## src/rtl/core/hsl2rgba_pkg.sv

```systemverilog
`timescale 1ns / 1ps
`default_nettype none

package hsl2rgba_pkg;

    // Fixed point: fractions in units of 1/ONE, ONE == 1.0
    localparam int FRAC_BITS = 8;
    localparam int ONE       = 1 << FRAC_BITS;
    localparam int TURN      = 6 * ONE;

    // Field widths of the pixel transactions
    localparam int HUE_W  = 11;
    localparam int FRAC_W = FRAC_BITS + 1;
    localparam int CHAN_W = 8;

    // Datapath widths
    localparam int LEVEL_W  = 2 * FRAC_BITS + 1;   // p, up to ONE^2
    localparam int DIFF_W   = 2 * FRAC_BITS + 2;   // q - p, up to ONE^2
    localparam int WEIGHT_W = FRAC_BITS + 1;       // channel weight, 0..ONE
    localparam int MUL_W    = DIFF_W + WEIGHT_W;
    localparam int VAL_W    = 3 * FRAC_BITS + 1;   // channel value, up to ONE^3
    localparam int PROD_W   = 2 * FRAC_W;          // s * l

    typedef logic [HUE_W-1:0]    t_hue;
    typedef logic [FRAC_W-1:0]   t_frac;
    typedef logic [CHAN_W-1:0]   t_chan;
    typedef logic [LEVEL_W-1:0]  t_level;
    typedef logic [DIFF_W-1:0]   t_diff;
    typedef logic [WEIGHT_W-1:0] t_weight;
    typedef logic [VAL_W-1:0]    t_val;
    typedef logic [PROD_W-1:0]   t_prod;

endpackage

`default_nettype wire

```

## src/rtl/core/hsl2rgba_in_if.sv

```systemverilog
`timescale 1ns / 1ps
`default_nettype none

interface hsl2rgba_in_if;
    logic                valid;
    logic                ready;
    hsl2rgba_pkg::t_hue  hue;
    hsl2rgba_pkg::t_frac saturation;
    hsl2rgba_pkg::t_frac lightness;
    hsl2rgba_pkg::t_frac alpha_in;

    modport source (output valid, output hue, output saturation, output lightness,
                    output alpha_in, input ready);
    modport sink   (input valid, input hue, input saturation, input lightness,
                    input alpha_in, output ready);
endinterface

`default_nettype wire

```

## src/rtl/core/hsl2rgba_out_if.sv

```systemverilog
`timescale 1ns / 1ps
`default_nettype none

interface hsl2rgba_out_if;
    logic                valid;
    logic                ready;
    hsl2rgba_pkg::t_chan red;
    hsl2rgba_pkg::t_chan green;
    hsl2rgba_pkg::t_chan blue;
    hsl2rgba_pkg::t_chan alpha_out;

    modport source (output valid, output red, output green, output blue,
                    output alpha_out, input ready);
    modport sink   (input valid, input red, input green, input blue,
                    input alpha_out, output ready);
endinterface

`default_nettype wire

```

## src/rtl/core/hsl_to_rgba_converter.sv

```systemverilog
`timescale 1ns / 1ps
`default_nettype none

// HSL to 8-bit RGBA pixel converter. Takes one pixel transaction per clock
// unless stalled and returns one RGBA transaction for it, in order. Hue
// counts 1536 steps per turn (256 per sixth; 1536 and above wraps),
// saturation, lightness and alpha are fractions where 256 means 1.0 (values
// above 256 clamp to 256). The math is exact fixed point: the mixing levels
// q and p are built from l*s, each channel is 256*p plus (q-p) times a
// piecewise-linear weight of its hue position, and the result is scaled by
// 255/2^24 with truncation. Zero saturation needs no special path since
// q == p then. Throughput is one pixel per cycle while the sink keeps up;
// the pipe has five register stages (clamp and s*l multiply, level build,
// weight multiply, level add, 255 scaling). Backpressure stalls the whole
// pipe at once: i_pix.ready is low only while the output register holds a
// result the sink has not taken.

module hsl_to_rgba_converter (
    input  wire logic          i_clk,
    input  wire logic          i_rst_n,
    hsl2rgba_in_if.sink        i_pix,
    hsl2rgba_out_if.source     o_pix
);

    localparam int NCH = 3;   // lanes: red, green, blue

    // ---------------------------------------------------------------
    // Small helpers
    // ---------------------------------------------------------------
    function automatic hsl2rgba_pkg::t_frac clamp_one(hsl2rgba_pkg::t_frac x);
        clamp_one = (x > hsl2rgba_pkg::FRAC_W'(hsl2rgba_pkg::ONE))
                  ? hsl2rgba_pkg::FRAC_W'(hsl2rgba_pkg::ONE) : x;
    endfunction

    // One conditional subtract: inputs are always below two turns
    function automatic hsl2rgba_pkg::t_hue wrap_turn(logic [hsl2rgba_pkg::HUE_W:0] x);
        logic [hsl2rgba_pkg::HUE_W:0] turn;
        turn = (hsl2rgba_pkg::HUE_W + 1)'(hsl2rgba_pkg::TURN);
        wrap_turn = (x >= turn) ? hsl2rgba_pkg::HUE_W'(x - turn)
                                : hsl2rgba_pkg::HUE_W'(x);
    endfunction

    // Trapezoid: ramp up over the first sixth, flat for two sixths,
    // ramp down over the fourth sixth, zero for the rest.
    function automatic hsl2rgba_pkg::t_weight chan_weight(hsl2rgba_pkg::t_hue t);
        hsl2rgba_pkg::t_hue four;
        four = hsl2rgba_pkg::HUE_W'(4 * hsl2rgba_pkg::ONE);
        if (t < hsl2rgba_pkg::HUE_W'(hsl2rgba_pkg::ONE)) begin
            chan_weight = hsl2rgba_pkg::WEIGHT_W'(t);
        end else if (t < hsl2rgba_pkg::HUE_W'(3 * hsl2rgba_pkg::ONE)) begin
            chan_weight = hsl2rgba_pkg::WEIGHT_W'(hsl2rgba_pkg::ONE);
        end else if (t < four) begin
            chan_weight = hsl2rgba_pkg::WEIGHT_W'(four - t);
        end else begin
            chan_weight = '0;
        end
    endfunction

    // ---------------------------------------------------------------
    // Pipeline control: one global enable, valid bit per stage
    // ---------------------------------------------------------------
    logic       w_adv;
    logic [4:0] r_vld;

    assign w_adv       = !r_vld[4] || o_pix.ready;
    assign i_pix.ready = w_adv;

    always_ff @(posedge i_clk) begin
        if (!i_rst_n) begin
            r_vld <= '0;
        end else if (w_adv) begin
            r_vld <= {r_vld[3:0], i_pix.valid};
        end
    end

    // ---------------------------------------------------------------
    // Stage 1: clamp, wrap, channel weights, s*l, alpha scaling
    // ---------------------------------------------------------------
    hsl2rgba_pkg::t_frac   w_sat, w_lit, w_alp;
    hsl2rgba_pkg::t_hue    w_hue;
    hsl2rgba_pkg::t_hue    w_pos [NCH];
    logic [hsl2rgba_pkg::FRAC_W+hsl2rgba_pkg::FRAC_BITS-1:0] w_alp_x255;

    hsl2rgba_pkg::t_weight n_s1_wgt [NCH];
    hsl2rgba_pkg::t_prod   n_s1_ls;
    hsl2rgba_pkg::t_chan   n_s1_alp;

    hsl2rgba_pkg::t_frac   r_s1_sat, r_s1_lit;
    hsl2rgba_pkg::t_prod   r_s1_ls;
    hsl2rgba_pkg::t_weight r_s1_wgt [NCH];
    hsl2rgba_pkg::t_chan   r_s1_alp;

    always_comb begin
        w_sat = clamp_one(i_pix.saturation);
        w_lit = clamp_one(i_pix.lightness);
        w_alp = clamp_one(i_pix.alpha_in);
        w_hue = wrap_turn({1'b0, i_pix.hue});

        // red leads green by a third of a turn, blue trails by a third
        w_pos[0] = wrap_turn({1'b0, w_hue}
                   + (hsl2rgba_pkg::HUE_W + 1)'(2 * hsl2rgba_pkg::ONE));
        w_pos[1] = w_hue;
        w_pos[2] = wrap_turn({1'b0, w_hue}
                   + (hsl2rgba_pkg::HUE_W + 1)'(4 * hsl2rgba_pkg::ONE));
        for (int c = 0; c < NCH; c++) begin
            n_s1_wgt[c] = chan_weight(w_pos[c]);
        end

        n_s1_ls = w_sat * w_lit;

        // a*255 = a*256 - a, then drop the fraction bits
        w_alp_x255 = {w_alp, hsl2rgba_pkg::FRAC_BITS'(0)}
                   - (hsl2rgba_pkg::FRAC_W + hsl2rgba_pkg::FRAC_BITS)'(w_alp);
        n_s1_alp = hsl2rgba_pkg::CHAN_W'(w_alp_x255 >> hsl2rgba_pkg::FRAC_BITS);
    end

    always_ff @(posedge i_clk) begin
        if (w_adv) begin
            r_s1_sat <= w_sat;
            r_s1_lit <= w_lit;
            r_s1_ls  <= n_s1_ls;
            r_s1_wgt <= n_s1_wgt;
            r_s1_alp <= n_s1_alp;
        end
    end

    // ---------------------------------------------------------------
    // Stage 2: mixing levels p and d = q - p
    //   l < 1/2 : p = 256l - ls,        d = 2ls
    //   else    : p = 256l - 256s + ls, d = 2(256s - ls)
    // ---------------------------------------------------------------
    hsl2rgba_pkg::t_diff   w_l256, w_s256, w_ls;
    hsl2rgba_pkg::t_level  n_s2_p;
    hsl2rgba_pkg::t_diff   n_s2_d;

    hsl2rgba_pkg::t_level  r_s2_p;
    hsl2rgba_pkg::t_diff   r_s2_d;
    hsl2rgba_pkg::t_weight r_s2_wgt [NCH];
    hsl2rgba_pkg::t_chan   r_s2_alp;

    always_comb begin
        w_l256 = hsl2rgba_pkg::DIFF_W'({r_s1_lit, hsl2rgba_pkg::FRAC_BITS'(0)});
        w_s256 = hsl2rgba_pkg::DIFF_W'({r_s1_sat, hsl2rgba_pkg::FRAC_BITS'(0)});
        w_ls   = hsl2rgba_pkg::DIFF_W'(r_s1_ls);
        if (r_s1_lit < hsl2rgba_pkg::FRAC_W'(hsl2rgba_pkg::ONE / 2)) begin
            n_s2_p = hsl2rgba_pkg::LEVEL_W'(w_l256 - w_ls);
            n_s2_d = w_ls << 1;
        end else begin
            n_s2_p = hsl2rgba_pkg::LEVEL_W'(w_l256 - w_s256 + w_ls);
            n_s2_d = (w_s256 - w_ls) << 1;
        end
    end

    always_ff @(posedge i_clk) begin
        if (w_adv) begin
            r_s2_p   <= n_s2_p;
            r_s2_d   <= n_s2_d;
            r_s2_wgt <= r_s1_wgt;
            r_s2_alp <= r_s1_alp;
        end
    end

    // ---------------------------------------------------------------
    // Stage 3: one (q-p)*weight multiplier per lane
    // ---------------------------------------------------------------
    logic [hsl2rgba_pkg::MUL_W-1:0] w_prod [NCH];
    hsl2rgba_pkg::t_val   n_s3_mix [NCH];

    hsl2rgba_pkg::t_val   r_s3_mix [NCH];
    hsl2rgba_pkg::t_level r_s3_p;
    hsl2rgba_pkg::t_chan  r_s3_alp;

    always_comb begin
        for (int c = 0; c < NCH; c++) begin
            w_prod[c]   = r_s2_d * r_s2_wgt[c];
            // never exceeds ONE^3, so the top bits are zero
            n_s3_mix[c] = w_prod[c][hsl2rgba_pkg::VAL_W-1:0];
        end
    end

    always_ff @(posedge i_clk) begin
        if (w_adv) begin
            r_s3_mix <= n_s3_mix;
            r_s3_p   <= r_s2_p;
            r_s3_alp <= r_s2_alp;
        end
    end

    // ---------------------------------------------------------------
    // Stage 4: v = 256p + mix
    // ---------------------------------------------------------------
    hsl2rgba_pkg::t_val  n_s4_v [NCH];
    hsl2rgba_pkg::t_val  r_s4_v [NCH];
    hsl2rgba_pkg::t_chan r_s4_alp;

    always_comb begin
        for (int c = 0; c < NCH; c++) begin
            n_s4_v[c] = hsl2rgba_pkg::VAL_W'({r_s3_p, hsl2rgba_pkg::FRAC_BITS'(0)})
                      + r_s3_mix[c];
        end
    end

    always_ff @(posedge i_clk) begin
        if (w_adv) begin
            r_s4_v   <= n_s4_v;
            r_s4_alp <= r_s3_alp;
        end
    end

    // ---------------------------------------------------------------
    // Stage 5 (output register): floor(v*255 / ONE^3)
    // ---------------------------------------------------------------
    localparam int SCL_W = hsl2rgba_pkg::VAL_W + 8;
    logic [SCL_W-1:0]    w_scl [NCH];
    hsl2rgba_pkg::t_chan n_s5_c [NCH];
    hsl2rgba_pkg::t_chan r_s5_c [NCH];
    hsl2rgba_pkg::t_chan r_s5_alp;

    always_comb begin
        for (int c = 0; c < NCH; c++) begin
            w_scl[c]  = {r_s4_v[c], 8'd0} - SCL_W'(r_s4_v[c]);
            n_s5_c[c] = w_scl[c][3*hsl2rgba_pkg::FRAC_BITS +: hsl2rgba_pkg::CHAN_W];
        end
    end

    always_ff @(posedge i_clk) begin
        if (w_adv) begin
            r_s5_c   <= n_s5_c;
            r_s5_alp <= r_s4_alp;
        end
    end

    assign o_pix.valid     = r_vld[4];
    assign o_pix.red       = r_s5_c[0];
    assign o_pix.green     = r_s5_c[1];
    assign o_pix.blue      = r_s5_c[2];
    assign o_pix.alpha_out = r_s5_alp;

endmodule

`default_nettype wire

```

## src/flat_wrapper.sv

```systemverilog
// flat-port wrapper written by rule: the top's interface ports become plain ports
module hsl_to_rgba_converter_flat 
  (i_clk, i_rst_n, i_pix_valid, i_pix_hue, i_pix_saturation, i_pix_lightness, i_pix_alpha_in, i_pix_ready, o_pix_valid, o_pix_red, o_pix_green, o_pix_blue, o_pix_alpha_out, o_pix_ready);
  hsl2rgba_in_if i_pix_i ();
  hsl2rgba_out_if o_pix_i ();
  input  wire logic i_clk;
  input  wire logic i_rst_n;
  input wire logic [$bits(i_pix_i.valid)-1:0] i_pix_valid;
  input wire logic [$bits(i_pix_i.hue)-1:0] i_pix_hue;
  input wire logic [$bits(i_pix_i.saturation)-1:0] i_pix_saturation;
  input wire logic [$bits(i_pix_i.lightness)-1:0] i_pix_lightness;
  input wire logic [$bits(i_pix_i.alpha_in)-1:0] i_pix_alpha_in;
  output wire logic [$bits(i_pix_i.ready)-1:0] i_pix_ready;
  output wire logic [$bits(o_pix_i.valid)-1:0] o_pix_valid;
  output wire logic [$bits(o_pix_i.red)-1:0] o_pix_red;
  output wire logic [$bits(o_pix_i.green)-1:0] o_pix_green;
  output wire logic [$bits(o_pix_i.blue)-1:0] o_pix_blue;
  output wire logic [$bits(o_pix_i.alpha_out)-1:0] o_pix_alpha_out;
  input wire logic [$bits(o_pix_i.ready)-1:0] o_pix_ready;
  assign i_pix_i.valid = i_pix_valid;
  assign i_pix_i.hue = i_pix_hue;
  assign i_pix_i.saturation = i_pix_saturation;
  assign i_pix_i.lightness = i_pix_lightness;
  assign i_pix_i.alpha_in = i_pix_alpha_in;
  assign i_pix_ready = i_pix_i.ready;
  assign o_pix_valid = o_pix_i.valid;
  assign o_pix_red = o_pix_i.red;
  assign o_pix_green = o_pix_i.green;
  assign o_pix_blue = o_pix_i.blue;
  assign o_pix_alpha_out = o_pix_i.alpha_out;
  assign o_pix_i.ready = o_pix_ready;
  hsl_to_rgba_converter u_core (.i_clk(i_clk), .i_rst_n(i_rst_n), .i_pix(i_pix_i), .o_pix(o_pix_i));
endmodule
```

## config.mk

```make
export PLATFORM = sky130hd
export DESIGN_NAME = hsl_to_rgba_converter_flat
export DESIGN_NICKNAME = d
export VERILOG_FILES = /design/src/rtl/core/hsl2rgba_pkg.sv /design/src/rtl/core/hsl2rgba_in_if.sv /design/src/rtl/core/hsl2rgba_out_if.sv /design/src/rtl/core/hsl_to_rgba_converter.sv /design/src/flat_wrapper.sv
export SDC_FILE = /design/constraint.sdc
export NUM_CORES = 2
export LEC_CHECK = 0
export ABC_AREA = 1
export ABC_CLOCK_PERIOD_IN_PS = 13980
export BUFFER_PORTS_ARGS = -buffer_cell sky130_fd_sc_hd__buf_2
export CAP_MARGIN = 20
export CORE_UTILIZATION = 40
export DETAILED_ROUTE_END_ITERATION = 10
export PLACE_DENSITY = 0.59
export SLEW_MARGIN = 0
export SYNTH_ARGS = -nofsm -noshare
export SYNTH_HDL_FRONTEND = slang
export SYNTH_SLANG_ARGS = --single-unit
export TNS_END_PERCENT = 1
```

## constraint.sdc

```tcl
create_clock -name i_clk -period 13.98 [get_ports i_clk]
set_input_delay 1.398 -clock i_clk [delete_from_list [all_inputs] [get_ports i_clk]]
set_output_delay 1.398 -clock i_clk [all_outputs]
set_load 0.01 [all_outputs]
```

---- After elaboration in Yosys (flattened, before gate mapping) ----
Cells that the tools add are included.
Widths: inputs -> output; s select.
word-level totals
  bits in registers ....................... 360
  input port bits ......................... 42
  output and inout bits ................... 34
cells by class
  add/subtract/negate cells ............... 19
  multipliers ............................. 4
  magnitude comparators ................... 16
  mux-type cells .......................... 17
  reduce and logical (&&, ||, !) cells .... 2
operator list
  kind                    number
  $mux 9                  12
  $sub 32x25->32          3
  $add 25x25->25          3
  $mul 18x9->25           3
  $sub 17x17->17          3
  $lt 11x10->1 const B    3
  $lt 11x11->1 const B    3
  $lt 11x9->1 const B     3
  $mux 11                 3
  $sub 11x11->11 const B  3
  $gt 9x9->1 const B      3
  $sub 1x9->9 const A     3
  $ge 12x11->1 const B    2
  $mux 18                 1
  $add 17x17->17          1
  $mul 9x9->17            1
  $mux 17                 1
  $sub 16x9->16           1
  $add 11x10->12 const B  1
  $add 11x11->12 const B  1
  $ge 11x11->1 const B    1
  $lt 9x8->1 const B      1
  $logic_not 1->1         1
  $logic_or 1x1->1        1

---- Logic depth before layout (Yosys ltp) ----
  depth in word-level cells ............... 9
  mapped depth ............................ 23
  depth with buffers taken out ............ 23

---- Least setup slack after synthesis ----
OpenSTA, ideal clock, no wires.
  path kind ............................... input-to-output
  start ................................... input o_pix_ready
  end ..................................... output i_pix_ready
  arrival ................................. 8.283 ns
  required time ........................... 12.582 ns
  setup slack ............................. 4.299 ns
  cell stages on the path ................. 2
  path buffers ............................ 0
  cells stage by stage .................... nor2_1 inv_1
on the way
  longest elaborated chain between the ends .. 1
ends and longest elaborated chain
  what                line                         text
  start: declaration  flat_wrapper.sv:19           input wire logic [$bits(o_pix_i.ready)-1:0] o_pix_ready;
  $logic_or 1x1->1    hsl_to_rgba_converter.sv:65  assign w_adv = !r_vld[4] || o_pix.ready;
  end: declaration    flat_wrapper.sv:13           output wire logic [$bits(i_pix_i.ready)-1:0] i_pix_ready;
Every way passes these cells.

---- Final worst setup path ----
  start ................................... input i_pix_saturation[6]
  end ..................................... register u_core.r_s1_ls[16] (data pin)
on the way
  longest elaborated chain between the ends .. 3
ends and longest elaborated chain
  what                    line                          text
  start: declaration      flat_wrapper.sv:10            input wire logic [$bits(i_pix_i.saturation)-1:0] i_pix_saturation;
  $gt 9x9->1              hsl_to_rgba_converter.sv:31   clamp_one = (x > hsl2rgba_pkg::FRAC_W'(hsl2rgba_pkg::ONE))
  $mux 9                  hsl_to_rgba_converter.sv:32   ? hsl2rgba_pkg::FRAC_W'(hsl2rgba_pkg::ONE) : x;
  via u_core.w_sat[5]     hsl_to_rgba_converter.sv:79   hsl2rgba_pkg::t_frac w_sat, w_lit, w_alp;
  $mul 9x9->17            hsl_to_rgba_converter.sv:109  n_s1_ls = w_sat * w_lit;
  via u_core.n_s1_ls[16]  hsl_to_rgba_converter.sv:85   hsl2rgba_pkg::t_prod n_s1_ls;
  end signal: assignment  hsl_to_rgba_converter.sv:121  r_s1_ls <= n_s1_ls;
  end: declaration        hsl_to_rgba_converter.sv:89   hsl2rgba_pkg::t_prod r_s1_ls;
The timed path passes the listed nets, and every way through them passes these cells.
A chain may end at the register's enable or synchronous reset.

==> impl_table.tex <==
\begin{tabular}{lr}
\hline
Metric & Value \\
\hline
\multicolumn{2}{l}{\textbf{Status}} \\
\quad Outcome & finished clean \\
\multicolumn{2}{l}{\textbf{Yosys}} \\
\quad Most used standard cells in the synthesized netlist & sky130\_fd\_sc\_hd\_\_nand2\_1 (1336), sky130\_fd\_sc\_hd\_\_inv\_1 (1099), sky130\_fd\_sc\_hd\_\_fa\_1 (375), sky130\_fd\_sc\_hd\_\_edfxtp\_1 (347), sky130\_fd\_sc\_hd\_\_nor2\_1 (341) \\
\quad Share of synthesized registers carrying an async set or reset & 0\% \\
\quad Instance count of the mapped netlist & $\sim$4800 \\
\quad Synth warn & 0 \\
\quad Post-synthesis area per instance & 7.893 sq um \\
\quad Yosys reg bits & 352 \\
\quad Number of distinct library cell variants in the gate-level netlist after synthesis & 45 \\
\quad Mapped Nets & 5528 \\
\quad Share of the synthesized area in the top cell type & a little over a quarter \\
\quad Dominant register cell in the synthesized netlist & sky130\_fd\_sc\_hd\_\_edfxtp\_1 \\
\quad Top post-synthesis cells by area & sky130\_fd\_sc\_hd\_\_edfxtp\_1 (27\%), sky130\_fd\_sc\_hd\_\_fa\_1 (20\%), sky130\_fd\_sc\_hd\_\_nand2\_1 (13\%) \\
\quad Post-synthesis cell area & 38000 sq um \\
\quad Sequential fraction of the synthesis area & 27.68\% \\
\quad Most numerous cell in the Yosys netlist & sky130\_fd\_sc\_hd\_\_nand2\_1 \\
\quad Number of synthesized flops with an enable pin & around 350 \\
\quad Cell type contributing the most total cell area after synthesis & sky130\_fd\_sc\_hd\_\_edfxtp\_1 \\
\multicolumn{2}{l}{\textbf{Setup path}} \\
\quad CP dominant cell by count & sky130\_fd\_sc\_hd\_\_nand2\_1 \\
\quad Critical Path Start & i\_pix\_saturation[6] \\
\quad Critical Setup Path Class & input port to register \\
\quad Largest delay share family, worst path & adder cells \\
\quad Arrival time at the worst endpoint & $\sim$5.9 ns \\
\quad Chain of cells forming the critical path & buf\_2 -> nor4\_1 -> nand3\_1 -> nand2\_1 -> nand2\_1 -> inv\_1 -> nand2\_1 -> fa\_1 -> inv\_1 -> fa\_1 -> inv\_1 -> fa\_1 -> fa\_1 -> inv\_1 -> ha\_1 -> nand3\_1 -> nand3\_1 -> nand2\_1 -> nand2\_1 -> a21oi\_1 -> inv\_1 -> nand2\_1 -> nand2\_1 \\
\quad Max stage delay on crit path & about 0.54 ns \\
\quad Crit path capture type & register \\
\quad Critical Path Slowest Stage Cell & sky130\_fd\_sc\_hd\_\_fa\_1 \\
\quad Startpoint class of the critical path & input port \\
\quad Required arrival time at the worst endpoint & 14.31 ns \\
\quad Startpoint of the most critical register-to-register path & u\_core.r\_s2\_wgt[7] \\
\quad Number of cell instances on the worst register-to-register path & 16 \\
\quad Buffering stage count on the worst path with inverters included & 6 \\
\quad Logic depth of the worst setup path including buffers & 23 \\
\quad CP max FO & 6 \\
\multicolumn{2}{l}{\textbf{Power}} \\
\quad Standby leakage power & 22.13 nW \\
\quad Pwr per Cell Area & about 220 nW/um\^{}2 \\
\quad Post-layout total power & slightly above 0.009 W \\
\quad Max VDD drop & $\sim$0.00012 V \\
\multicolumn{2}{l}{\textbf{Final layout}} \\
\quad Nets & 5557 \\
\quad Non-filler cells, final & around 6100 \\
\quad \# diodes & 0 \\
\quad Layout cells sized above 1 & between 5 and 6\% \\
\quad Area added between synthesis and finish & 8.455\% \\
\multicolumn{2}{l}{\textbf{Die}} \\
\quad Effective utilization at floorplan & 40.54\% \\
\quad DIE HEIGHT & just over 300 um \\
\quad Number of standard-cell rows in the floorplan & 112 \\
\quad Std-Cell Core Area & approximately 94000 sq um \\
\quad Number of primary I/O pins & 76 \\
\quad Horizontal extent of the die & 310.2 um \\
\quad Die Footprint & around 96000 sq um \\
\multicolumn{2}{l}{\textbf{CTS}} \\
\quad Clock slew at reported path FFs & roughly 0.06 ns \\
\quad H-tree levels & 2 \\
\quad Number of buffers added by the clock tree synthesis step & between 40 and 50 \\
\quad Clock Tree Root & sky130\_fd\_sc\_hd\_\_clkbuf\_16 \\
\quad CTS max path bufs & 3 \\
\quad Clock sink count & roughly 350 \\
\quad Clock latency on the worst-skew pair & 0.59 ns \\
\quad CTS tree & yes \\
\quad Number of buffers inserted for hold repair after clock tree synthesis & 0 \\
\quad Post-CTS resize count & 0 \\
\quad Post-CTS setup buffers & 0 \\
\multicolumn{2}{l}{\textbf{Placement}} \\
\quad Post-Place Setup Slack & 7.865 ns \\
\quad Post-detailed-placement half-perimeter wirelength & 73920 um \\
\quad Count of port buffers added during placement & between 70 and 80 \\
\quad Final weighted congestion in routability-driven placement & $\sim$0.90 \\
\quad Instance count after placement with tap cells included & between 6000 and 7000 \\
\multicolumn{2}{l}{\textbf{Hold path}} \\
\quad Hold path startpoint & u\_core.r\_s2\_p[7] \\
\quad Class of the tightest hold or removal check & register to register \\
\quad Hold path cells & 0 \\
\multicolumn{2}{l}{\textbf{Timing}} \\
\quad Setup-violating endpoint count in the final report & 0 \\
\quad Worst path setup slack after routing & $\sim$8.4 ns \\
\quad Peak clock frequency supported by timing & between 150 and 200 MHz \\
\quad Tightest slew margin relative to the limit & a little under two fifths \\
\quad Fin Setup TNS & 0 ns \\
\quad Final hold vios & 0 \\
\quad Post-layout minimum cycle time & 5.555 ns \\
\quad Largest clock skew in the final design & $\sim$0.023 ns \\
\quad Transition time at the pin with the least slew margin & approximately 0.95 ns \\
\quad Unrepaired setup endpoints after global routing & false \\
\quad Pins over their slew limit & 0 \\
\quad Crit share post-route & roughly two fifths \\
\multicolumn{2}{l}{\textbf{Routing}} \\
\quad Number of vias per cell after detailed routing & around 4.8 \\
\quad Violation count after the first detailed-routing iteration & around 1900 \\
\quad Post-detailed-route wirelength per cell & roughly 15 um \\
\quad Drc violations & 0 \\
\quad Total via count after detailed routing & a little under 30000 \\
\quad Post-route ant nets & 0 \\
\quad Detailed Route WL & $\sim$90000 um \\
\quad DR pass1 iterations & 5 \\
\multicolumn{2}{l}{\textbf{Global route}} \\
\quad Via count of the first global-routing pass & between 20000 and 30000 \\
\quad Tot GR Track Use & approximately a fifth \\
\quad First-pass GRT wire length & 151300 um \\
\quad Maximum number of pins on one net before global-route repair & $\sim$110 \\
\quad Antenna violations before repair & 0 \\
\quad Overflow after GRT & 0 \\
\multicolumn{2}{l}{\textbf{Flow run}} \\
\quad Max-cap violation count & 0 \\
\hline
\end{tabular}
[flip-flops by register name, indices dropped and copies added, names as in the netlist, 9 cells and up]
register	flops
u_core.r_s3_p	17
u_core.r_s1_ls	17
u_core.r_s4_v	72
u_core.r_s2_wgt	27
u_core.r_s2_p	17
u_core.r_s1_sat	9
u_core.r_s3_mix	72
u_core.r_s1_lit	9
u_core.r_s2_d	16
u_core.r_s1_wgt	27
[report_power, final]
group | switching [W] | leakage (nW) | internal [W]
logic | 0.00387 | 17.5 | 0.00204
registers | 0.000308 | 3.89 | 0.00175
clock network | 0.000460 | 0.716 | 0.000722
total | 0.00464 | 22.1 | 0.00450
[per-stage QoR]
stage | instance area (sq um) | util (%) | hold WS (ns)
floorplan | 38000 | - | 0.4003
global placement | 39690 | 42.33 | 0.4015
detailed placement | 39690 | 42.33 | 0.4045
CTS | 41190 | 43.93 | 0.3940
global route | 41220 | 43.96 | 0.4193
finish | 41220 | 43.96 | 0.3978
[area by class of cell]
class / count / area [sq um]
Clock inverter: 23 / 342.8
Timing Repair Buffer: 98 / 568.0
Fill cell: 9413 / 52530
Clock buffer: 54 / 1160
Tap cell: 1254 / 1569
Inverter: 1117 / 4200
Multi-Input combinational cell: 3231 / 22860
Sequential cell: 352 / 10520
[routing by layer]
metal / routed length [um] / vias to the layer above / GRT usage (%)
met4: 2275 / 0 / 5.465
li1: - / 14864 / -
met3: 3977 / 121 / 1.941
met1: 44010 / 14126 / 27.57
met5: 0 / - / 0
met2: 42340 / 595 / 32.34
[worst reg2reg max path, cell delays in order (launching register included)]
cell                       delay, ns
sky130_fd_sc_hd__edfxtp_1       0.81
sky130_fd_sc_hd__nand2_1        0.17
sky130_fd_sc_hd__fa_1           0.54
sky130_fd_sc_hd__inv_1          0.06
sky130_fd_sc_hd__fa_1           0.53
sky130_fd_sc_hd__inv_1          0.06
sky130_fd_sc_hd__fa_1           0.50
sky130_fd_sc_hd__fa_1           0.55
sky130_fd_sc_hd__inv_1          0.05
sky130_fd_sc_hd__ha_1           0.36
sky130_fd_sc_hd__a21oi_1        0.25
sky130_fd_sc_hd__a21boi_1       0.26
sky130_fd_sc_hd__nand3_1        0.17
sky130_fd_sc_hd__nand2_1        0.12
sky130_fd_sc_hd__nand2_1        0.05
sky130_fd_sc_hd__nand2_1        0.05
sky130_fd_sc_hd__nand2_1        0.09
[cell usage in the layout, fill, tap and decap left out, types with 44 or more instances in the layout]
| cell | instances |
|---|---|
| sky130_fd_sc_hd__nor2_1 | 340 |
| sky130_fd_sc_hd__ha_1 | 296 |
| sky130_fd_sc_hd__inv_1 | 1098 |
| sky130_fd_sc_hd__nand4_1 | 44 |
| sky130_fd_sc_hd__a21oi_1 | 189 |
| sky130_fd_sc_hd__edfxtp_1 | 347 |
| sky130_fd_sc_hd__o21ai_0 | 109 |
| sky130_fd_sc_hd__buf_2 | 75 |
| sky130_fd_sc_hd__nand2_1 | 1336 |
| sky130_fd_sc_hd__xor2_1 | 76 |
| sky130_fd_sc_hd__nand3_1 | 221 |
| sky130_fd_sc_hd__fa_1 | 375 |
| sky130_fd_sc_hd__clkbuf_16 | 45 |
[path summary, 6_finish.rpt]
| path | slack (ns) | end |
|---|---|---|
| max | 8.43 | u_core.r_s1_ls[16] |
| min | 0.40 | u_core.r_s3_p[7] |
| max reg2reg | 9.12 | u_core.r_s3_mix[24] |
| min reg2reg | 0.40 | u_core.r_s3_p[7] |
[logic make-up after synthesis]
family | Yosys count | synth area share, %
AO/OA/AOI/OAI | 402 | 5.913
XOR/XNOR | 104 | 2.397
AND/OR/NAND/NOR | 2054 | 22.33
buffers and inverters | 1232 | 12.18
adder cells (fa/ha/maj) | 671 | 29.50
flip-flops | 352 | 27.68
No activity file was read; power rests on OpenSTA's default activity.
